**src/design/rdc_pkg.sv**
```systemverilog
// Package for the radix digit converter: widths, function and result codes,
// sequencer states, the control and status bundles and the digit helpers.
// Depends on nothing; every other file of the block imports it.
package rdc_pkg;

    localparam int VALUE_W    = 32;
    localparam int MAG_W      = VALUE_W - 1;
    localparam int WORK_W     = VALUE_W + 1;
    localparam int FUNC_W     = 3;
    localparam int KIND_W     = 2;
    localparam int CHAR_W     = 7;
    localparam int DEC_W      = 30;
    localparam int CNT_W      = 6;
    localparam int BCD_DIGITS = 10;
    localparam int BCD_W      = 4 * BCD_DIGITS;
    localparam int BIN_DEC_W  = BCD_DIGITS;
    localparam int OCT_DEC_W  = 3 * BCD_DIGITS;

    localparam logic [FUNC_W-1:0] FUNC_ENC_BIN = 3'd0;
    localparam logic [FUNC_W-1:0] FUNC_ENC_OCT = 3'd1;
    localparam logic [FUNC_W-1:0] FUNC_ENC_HEX = 3'd2;
    localparam logic [FUNC_W-1:0] FUNC_DEC_BIN = 3'd3;
    localparam logic [FUNC_W-1:0] FUNC_DEC_OCT = 3'd4;

    localparam logic [KIND_W-1:0] KIND_DIGIT = 2'd0;
    localparam logic [KIND_W-1:0] KIND_VALUE = 2'd1;
    localparam logic [KIND_W-1:0] KIND_ERROR = 2'd2;
    localparam logic [KIND_W-1:0] KIND_EMPTY = 2'd3;

    localparam logic [CHAR_W-1:0] ASCII_ZERO = 7'h30;
    localparam logic [CHAR_W-1:0] ASCII_NINE = 7'h39;
    localparam logic [CHAR_W-1:0] ASCII_A    = 7'h41;
    localparam logic [CHAR_W-1:0] ASCII_F    = 7'h46;

    localparam logic [CNT_W-1:0] DIGITS_BIN  = 6'd31;
    localparam logic [CNT_W-1:0] DIGITS_OCT  = 6'd11;
    localparam logic [CNT_W-1:0] DIGITS_HEX  = 6'd8;
    localparam logic [CNT_W-1:0] DABBLE_STEPS = CNT_W'(MAG_W);

    typedef enum logic [2:0] {
        ST_IDLE,
        ST_SKIP,
        ST_EMIT,
        ST_DABBLE,
        ST_PACK,
        ST_SINGLE
    } state_t;

    typedef struct packed {
        logic              load;
        logic              shift;
        logic              dabble;
        logic [FUNC_W-1:0] mode;
    } ctrl_t;

    typedef struct packed {
        logic             in_empty;
        logic [3:0]       top_digit;
        logic             dec_ok;
        logic [DEC_W-1:0] dec_value;
    } status_t;

    typedef struct packed {
        logic              valid;
        logic [KIND_W-1:0] kind;
        logic              last;
    } emit_t;

    function automatic logic is_encode(input logic [FUNC_W-1:0] f);
        return (f == FUNC_ENC_BIN) || (f == FUNC_ENC_OCT) || (f == FUNC_ENC_HEX);
    endfunction

    function automatic logic is_decode(input logic [FUNC_W-1:0] f);
        return (f == FUNC_DEC_BIN) || (f == FUNC_DEC_OCT);
    endfunction

    function automatic logic [CNT_W-1:0] digit_count(input logic [FUNC_W-1:0] f);
        logic [CNT_W-1:0] n;
        unique case (f)
            FUNC_ENC_OCT: n = DIGITS_OCT;
            FUNC_ENC_HEX: n = DIGITS_HEX;
            default:      n = DIGITS_BIN;
        endcase
        return n;
    endfunction

    function automatic logic [CHAR_W-1:0] to_ascii(input logic [3:0] d);
        logic [CHAR_W-1:0] c;
        if (d < 4'd10)
            c = ASCII_ZERO + {3'b000, d};
        else
            c = ASCII_A + {3'b000, d} - 7'd10;
        return c;
    endfunction

endpackage

```
**src/design/radix_digit_converter.sv**
```systemverilog
// Radix digit converter, top level: sequencer, shared datapath and the
// output register. Depends on rdc_pkg, rdc_dp and rdc_ctl.
//
// Input channel (in_valid, in_stall, func, value): one item is a mode and
// a signed 32-bit value. Encode modes give one result per base-2, base-8 or
// base-16 digit as an ASCII character, most significant first; decode modes
// give one result holding the value of the decimal digits read in base 2 or
// base 8, or an error. A value of zero or below gives one result of kind
// "nothing to encode" or "error". Modes five to seven are taken and dropped.
// Output channel (out_valid, out_stall, kind, digit_char, decoded, last):
// last marks the final result of an item.
// Timing: in_stall stays high while an item is worked on. An encode takes
// the item, skips the leading zero digits, finds the first digit and then
// emits the digits one by one; a decode runs the bit-serial decimal digit
// extraction and then packs the result. A stalled result holds the
// sequencer, and the result register holds still meanwhile.
// Reset clears the sequencer and the output valid; the block comes up idle.
module radix_digit_converter
    import rdc_pkg::*;
(
    input  logic               clk,
    input  logic               rst_n,
    input  logic               in_valid,
    output logic               in_stall,
    input  logic [FUNC_W-1:0]  func,
    input  logic [VALUE_W-1:0] value,
    output logic               out_valid,
    input  logic               out_stall,
    output logic [KIND_W-1:0]  kind,
    output logic [CHAR_W-1:0]  digit_char,
    output logic [DEC_W-1:0]   decoded,
    output logic               last
);

    ctrl_t   ctrl;
    status_t status;
    emit_t   emit;
    logic    out_free;

    logic              out_valid_reg;
    logic [KIND_W-1:0] kind_reg;
    logic [CHAR_W-1:0] digit_char_reg;
    logic [DEC_W-1:0]  decoded_reg;
    logic              last_reg;

    assign out_free = !out_valid_reg || !out_stall;

    rdc_ctl u_ctl (
        .clk      (clk),
        .rst_n    (rst_n),
        .in_valid (in_valid),
        .func     (func),
        .status   (status),
        .out_free (out_free),
        .in_stall (in_stall),
        .ctrl     (ctrl),
        .emit     (emit)
    );

    rdc_dp u_dp (
        .clk    (clk),
        .rst_n  (rst_n),
        .ctrl   (ctrl),
        .value  (value),
        .status (status)
    );

    always_ff @(posedge clk or negedge rst_n)
    begin
        if (!rst_n)
            out_valid_reg <= 1'b0;
        else if (emit.valid)
            out_valid_reg <= 1'b1;
        else if (!out_stall)
            out_valid_reg <= 1'b0;
    end

    always_ff @(posedge clk)
    begin
        if (emit.valid)
        begin
            kind_reg       <= emit.kind;
            last_reg       <= emit.last;
            digit_char_reg <= (emit.kind == KIND_DIGIT) ? to_ascii(status.top_digit) : '0;
            decoded_reg    <= (emit.kind == KIND_VALUE) ? status.dec_value : '0;
        end
    end

    assign out_valid  = out_valid_reg;
    assign kind       = kind_reg;
    assign digit_char = digit_char_reg;
    assign decoded    = decoded_reg;
    assign last       = last_reg;

`ifndef ASSERT_OFF
    // A new result is only written into a free output register.
    a_emit_free: assert property (@(posedge clk) disable iff (!rst_n)
        emit.valid |-> (!out_valid_reg || !out_stall))
        else $error("result written over a stalled result");

    // A digit result carries a proper digit character.
    a_digit_char: assert property (@(posedge clk) disable iff (!rst_n)
        (out_valid && kind == KIND_DIGIT) |->
            ((digit_char >= ASCII_ZERO && digit_char <= ASCII_NINE) ||
             (digit_char >= ASCII_A && digit_char <= ASCII_F)))
        else $error("digit result without a digit character");

    // Value, error and empty results each close their item.
    a_single_last: assert property (@(posedge clk) disable iff (!rst_n)
        (out_valid && kind != KIND_DIGIT) |-> last)
        else $error("non-digit result not marked last");
`endif

endmodule

```
**src/design/rdc_dp.sv**
```systemverilog
// Datapath of the radix digit converter: the shared work shifter, the
// binary-to-decimal digit register and the digit packing for decodes.
// Depends on rdc_pkg.
module rdc_dp
    import rdc_pkg::*;
(
    input  logic               clk,
    input  logic               rst_n,
    input  ctrl_t              ctrl,
    input  logic [VALUE_W-1:0] value,
    output status_t            status
);

    logic [WORK_W-1:0] work_reg, work_next;
    logic [BCD_W-1:0]  bcd_reg, bcd_next;
    logic [BCD_W-1:0]  bcd_adj;
    logic [MAG_W-1:0]  mag;
    logic [WORK_W-1:0] work_load;
    logic [WORK_W-1:0] work_shift;
    logic [BIN_DEC_W-1:0] bin_val;
    logic [OCT_DEC_W-1:0] oct_val;
    logic bin_ok;
    logic oct_ok;

    // Only a strictly positive value has anything to convert.
    assign mag = value[VALUE_W-1] ? '0 : value[MAG_W-1:0];

    // The most significant digit always sits at the top of the work word.
    always_comb
    begin
        unique case (ctrl.mode)
            FUNC_ENC_OCT: work_load = {2'b00, mag};
            FUNC_ENC_HEX: work_load = {1'b0, mag, 1'b0};
            default:      work_load = {mag, 2'b00};
        endcase
    end

    always_comb
    begin
        unique case (ctrl.mode)
            FUNC_ENC_OCT: work_shift = {work_reg[WORK_W-4:0], 3'b000};
            FUNC_ENC_HEX: work_shift = {work_reg[WORK_W-5:0], 4'b0000};
            default:      work_shift = {work_reg[WORK_W-2:0], 1'b0};
        endcase
    end

    always_comb
    begin
        for (int i = 0; i < BCD_DIGITS; i++)
        begin
            if (bcd_reg[4*i +: 4] >= 4'd5)
                bcd_adj[4*i +: 4] = bcd_reg[4*i +: 4] + 4'd3;
            else
                bcd_adj[4*i +: 4] = bcd_reg[4*i +: 4];
        end
    end

    always_comb
    begin
        work_next = work_reg;
        bcd_next  = bcd_reg;
        if (ctrl.load)
        begin
            work_next = work_load;
            bcd_next  = '0;
        end
        else if (ctrl.dabble)
        begin
            work_next = {work_reg[WORK_W-2:0], 1'b0};
            bcd_next  = {bcd_adj[BCD_W-2:0], work_reg[WORK_W-1]};
        end
        else if (ctrl.shift)
        begin
            work_next = work_shift;
        end
    end

    always_ff @(posedge clk or negedge rst_n)
    begin
        if (!rst_n)
        begin
            work_reg <= '0;
            bcd_reg  <= '0;
        end
        else
        begin
            work_reg <= work_next;
            bcd_reg  <= bcd_next;
        end
    end

    // A decimal digit is a binary digit below two, an octal one below eight;
    // with a power-of-two base the decoded value is the digits laid side by side.
    always_comb
    begin
        bin_ok = 1'b1;
        oct_ok = 1'b1;
        for (int i = 0; i < BCD_DIGITS; i++)
        begin
            if (bcd_reg[4*i +: 4] >= 4'd2)
                bin_ok = 1'b0;
            if (bcd_reg[4*i +: 4] >= 4'd8)
                oct_ok = 1'b0;
            bin_val[i]       = bcd_reg[4*i];
            oct_val[3*i +: 3] = bcd_reg[4*i +: 3];
        end
    end

    always_comb
    begin
        status.in_empty = (mag == '0);
        unique case (ctrl.mode)
            FUNC_ENC_OCT: status.top_digit = {1'b0, work_reg[WORK_W-1 -: 3]};
            FUNC_ENC_HEX: status.top_digit = work_reg[WORK_W-1 -: 4];
            default:      status.top_digit = {3'b000, work_reg[WORK_W-1]};
        endcase
        if (ctrl.mode == FUNC_DEC_BIN)
        begin
            status.dec_ok    = bin_ok;
            status.dec_value = DEC_W'(bin_val);
        end
        else
        begin
            status.dec_ok    = oct_ok;
            status.dec_value = DEC_W'(oct_val);
        end
    end

endmodule

```
**src/design/rdc_ctl.sv**
```systemverilog
// Sequencer of the radix digit converter: steps the shared shifter through
// leading-zero skipping, digit emission and decimal digit extraction.
// Depends on rdc_pkg.
module rdc_ctl
    import rdc_pkg::*;
(
    input  logic              clk,
    input  logic              rst_n,
    input  logic              in_valid,
    input  logic [FUNC_W-1:0] func,
    input  status_t           status,
    input  logic              out_free,
    output logic              in_stall,
    output ctrl_t             ctrl,
    output emit_t             emit
);

    state_t            state_reg, state_next;
    logic [CNT_W-1:0]  count_reg, count_next;
    logic [FUNC_W-1:0] mode_reg, mode_next;
    logic [KIND_W-1:0] pend_kind_reg, pend_kind_next;
    logic              take;

    assign take = in_valid && (state_reg == ST_IDLE)
                  && (is_encode(func) || is_decode(func));

    always_comb
    begin
        state_next     = state_reg;
        count_next     = count_reg;
        mode_next      = mode_reg;
        pend_kind_next = pend_kind_reg;
        unique case (state_reg)
            ST_IDLE:
            begin
                if (take)
                begin
                    mode_next = func;
                    if (status.in_empty)
                    begin
                        pend_kind_next = is_encode(func) ? KIND_EMPTY : KIND_ERROR;
                        state_next     = ST_SINGLE;
                    end
                    else if (is_encode(func))
                    begin
                        count_next = digit_count(func);
                        state_next = ST_SKIP;
                    end
                    else
                    begin
                        count_next = DABBLE_STEPS;
                        state_next = ST_DABBLE;
                    end
                end
            end
            ST_SKIP:
            begin
                if (status.top_digit == 4'd0)
                    count_next = count_reg - 1'b1;
                else
                    state_next = ST_EMIT;
            end
            ST_EMIT:
            begin
                if (out_free)
                begin
                    count_next = count_reg - 1'b1;
                    if (count_reg == 6'd1)
                        state_next = ST_IDLE;
                end
            end
            ST_DABBLE:
            begin
                count_next = count_reg - 1'b1;
                if (count_reg == 6'd1)
                    state_next = ST_PACK;
            end
            ST_PACK:
            begin
                if (out_free)
                    state_next = ST_IDLE;
            end
            ST_SINGLE:
            begin
                if (out_free)
                    state_next = ST_IDLE;
            end
            default:
            begin
                state_next = ST_IDLE;
            end
        endcase
    end

    always_comb
    begin
        ctrl.load   = 1'b0;
        ctrl.shift  = 1'b0;
        ctrl.dabble = 1'b0;
        ctrl.mode   = (state_reg == ST_IDLE) ? func : mode_reg;
        emit.valid  = 1'b0;
        emit.kind   = KIND_DIGIT;
        emit.last   = 1'b0;
        unique case (state_reg)
            ST_IDLE:
            begin
                ctrl.load = take;
            end
            ST_SKIP:
            begin
                ctrl.shift = (status.top_digit == 4'd0);
            end
            ST_EMIT:
            begin
                ctrl.shift = out_free;
                emit.valid = out_free;
                emit.kind  = KIND_DIGIT;
                emit.last  = (count_reg == 6'd1);
            end
            ST_DABBLE:
            begin
                ctrl.dabble = 1'b1;
            end
            ST_PACK:
            begin
                emit.valid = out_free;
                emit.kind  = status.dec_ok ? KIND_VALUE : KIND_ERROR;
                emit.last  = 1'b1;
            end
            ST_SINGLE:
            begin
                emit.valid = out_free;
                emit.kind  = pend_kind_reg;
                emit.last  = 1'b1;
            end
            default:
            begin
                ctrl.load = 1'b0;
            end
        endcase
    end

    assign in_stall = (state_reg != ST_IDLE);

    always_ff @(posedge clk or negedge rst_n)
    begin
        if (!rst_n)
        begin
            state_reg     <= ST_IDLE;
            count_reg     <= '0;
            mode_reg      <= FUNC_ENC_BIN;
            pend_kind_reg <= KIND_EMPTY;
        end
        else
        begin
            state_reg     <= state_next;
            count_reg     <= count_next;
            mode_reg      <= mode_next;
            pend_kind_reg <= pend_kind_next;
        end
    end

endmodule

```
**config.mk**
```make
export PLATFORM = sky130hd
export DESIGN_NAME = radix_digit_converter
export DESIGN_NICKNAME = d
export VERILOG_FILES = /design/src/design/rdc_pkg.sv /design/src/design/radix_digit_converter.sv /design/src/design/rdc_dp.sv /design/src/design/rdc_ctl.sv
export SDC_FILE = /design/constraint.sdc
export NUM_CORES = 1
export LEC_CHECK = 0
export BUFFER_PORTS_ARGS = -buffer_cell sky130_fd_sc_hd__buf_2
export CAP_MARGIN = 20
export CORE_MARGIN = 3
export CORE_UTILIZATION = 35
export CTS_BUF_LIST = sky130_fd_sc_hd__clkbuf_16
export CTS_CLUSTER_DIAMETER = 150
export DETAILED_ROUTE_END_ITERATION = 6
export PLACE_DENSITY = 0.53
export SLEW_MARGIN = 20
export SYNTH_ARGS = -nofsm -noshare
export SYNTH_HDL_FRONTEND = slang
export SYNTH_HIERARCHICAL = 1
export SYNTH_SLANG_ARGS = --single-unit
```
**constraint.sdc**
```tcl
create_clock -name clk -period 4.4 [get_ports clk]
set_clock_uncertainty 0.05 [all_clocks]
set_input_delay 0.88 -clock clk [delete_from_list [all_inputs] [get_ports clk]]
set_output_delay 0.88 -clock clk [all_outputs]
set_load 0.1 [all_outputs]
```
==> results.tsv <==
metric	value	unit
run_status	finished clean	
portBuffers	80	
path_class	reg -> reg	
dp_hpwl	16.5	mm
grt_use_total	0.190	
synth-edff-count	40	
final_area	9620	sq um
cts_tree	built	
synth_cell_types	74	
path_buf_inv	1	
drt_pass1_iterations	5	
ys_ff_latch	127	
row_count	55	
fin_crit_sh	0.871	
path_clk_slew	0.06	ns
setup_viol	0	
cpMaxStageDelayCell	nor3_1	
fin_nets	1052	
die_w	160	microns
synth_compound_area_frac	0.243	
synth_adder_area_share	0.0497	
cts_buffer_depth	2	
grt_max_degree	66	
clock_latency	0.42	ns
critPathMostFrequentCell	nor3_1	
routabilityCongestion	0.810	
tightest_slew	1.02	ns
cp.required	4.68	ns
die_y	160	microns
endpoint_kind	register	
design.die.area	25600	sq um
crit_chain	nor3_4 -> mux2_2 -> nor2b_2 -> a22oi_1 -> nor2_1 -> nor4_4 -> nand3b_1 -> a21oi_1 -> buf_4 -> nor3_1 -> a2111oi_0 -> nor3_1	
synthArstFlopShare	0.685	
path_depth	12	
numClockSinks	127	
areaGrowthSynthToFinish	15.9	%
fmaxAchievable	261	MHz
seq_area_frac_synth	0.407	
drive_gt1_frac	0.168	
finalSetupTns	0	ns
largest_register_ffs	40	
multi_input_area	4500	sq um
fin_util	0.418	
grt_overflow	0	
cts_made_buffers	17	
root_buffer	clkbuf_16	
synth_top_family_by_area	compound AO/OA/AOI/OAI gates	
ctsResizeCount	0	
dpl_cell_area	9010	sq um
viasPerCell	5.65	
cts_htree_levels	4	
synth_commonest_cells	86 x dfrtp_1, 85 x o21ai_0, 73 x nor2_1	
drt_drc_violations_left	0	
yosysMostFrequentCell	dfrtp_1	
max-slew-margin-rel	0.314	
muxShareOfSynthArea	0.0372	
regArea	3380	sq um
synth_area_leaders	dfrtp_1 26%, edfxtp_1 14%, o21ai_0 5.1%, ha_1 5.0%, a21oi_1 3.8%	
fin_crit	3.83	ns
antennaDiodeCount	0	
hold_violations	0	
yosysTopAreaCell	dfrtp_1	
synth.avg_cell_area	9.02	sq um
yosysWarnings	6	
core_area	23000	sq um
cts_setup_buffers	0	
crit_family	simple AND/OR/NAND/NOR gates	
netlist_instances	920	
io_pins	81	
initial_core_util	0.361	
grt_antenna_before_repair	0	
synth_top_area_frac	0.259	
synth_nets	992	
drt-wirelength-per-cell	18.5	microns
r2r_cells	12	
crit_arrival	4.12	ns
grt_setup_unrepaired	false	
antenna_left	0	
synthSimpleGateAreaFrac	0.194	
grt_pass1_wl	39.4	mm
drt_iter0_markers	741	
nFillCells	2359	
holdPathStages	1	
maxCapViolations	0	
synth-xor-area-share	0.0158	
grt_pass1_vias	6966	
slew_violations	0	
hold_path.class	reg -> reg	
wl	24.2	mm
start_kind	register	
hold_buffers	0	
synth-main-ff-cell	dfrtp_1	
cpPeakStageDelay	0.79	ns
worstPathMaxFanout	19	
syn_area	8300	sq um
num_vias	7376	
## layout by cell type (no fill, tap or decap), types with 6 or more instances in the layout
master,count
nor2b_1,20
nor3_1,23
buf_4,29
nor4_1,16
a21oi_1,63
o21ai_0,85
nand2_1,50
inv_1,33
a31oi_1,15
ha_1,33
a22o_1,7
o22a_1,13
a22oi_1,42
nand2b_1,16
nand3_1,29
mux2_2,6
dfrtp_1,86
o22ai_1,9
nor3b_1,9
mux2i_1,23
o31ai_1,9
clkbuf_16,17
xnor2_1,14
edfxtp_1,40
and2_1,37
a211oi_1,14
a221oi_1,14
nor2_1,72
buf_2,79
## stage by stage
| step | hold WS [ns] | worst slack (ns) | std cells |
|---|---|---|---|
| floorplan | 0.415 | 0.559 | 920 |
| global placement | 0.436 | 0.571 | 1273 |
| detailed placement | 0.442 | 0.489 | 1273 |
| CTS | 0.455 | 0.654 | 1305 |
| global route | 0.461 | 0.240 | 1306 |
| finish | 0.452 | 0.568 | 1306 |
## cell type report
type,instances,share of cell area
multi-input cells,692,0.468
repair buffers,108,0.0638
flip-flops and latches,127,0.351
clock inverters,15,0.0185
clock buffers,17,0.0442
inverters,34,0.0133
well taps,313,0.0407
## metal layers
layer	track usage	wire length, microns
met5	0	0
met4	0.0489	245
met3	0.0446	1520
met2	0.283	10800
met1	0.277	11600
## final timing paths
check / from / to / slack, ns
setup / recovery: u_ctl/state_reg[2] / u_dp/work_reg[7] / 0.57
hold / removal: u_ctl/count_reg[5] / u_ctl/count_reg[5] / 0.45
setup reg to reg: u_ctl/state_reg[2] / u_dp/work_reg[7] / 0.57
hold reg to reg: u_ctl/count_reg[5] / u_ctl/count_reg[5] / 0.45
max in group asynchronous: rst_n / u_dp/bcd_reg[36] / 2.99
min in group asynchronous: rst_n / u_dp/work_reg[14] / 0.54
## kinds of logic (layout without fill, tap and decap cells)
| family | after synthesis | in the layout |
|---|---|---|
| compound gates | 309 | 309 |
| simple gates | 305 | 305 |
| flops | 127 | 127 |
| buf+inv | 101 | 174 |
| fa+ha+maj | 33 | 33 |
| mux | 30 | 30 |
| xor+xnor | 15 | 15 |
Power is not shown: default switching activity piles up to over one toggle a cycle in this logic, so the estimate is an artifact.
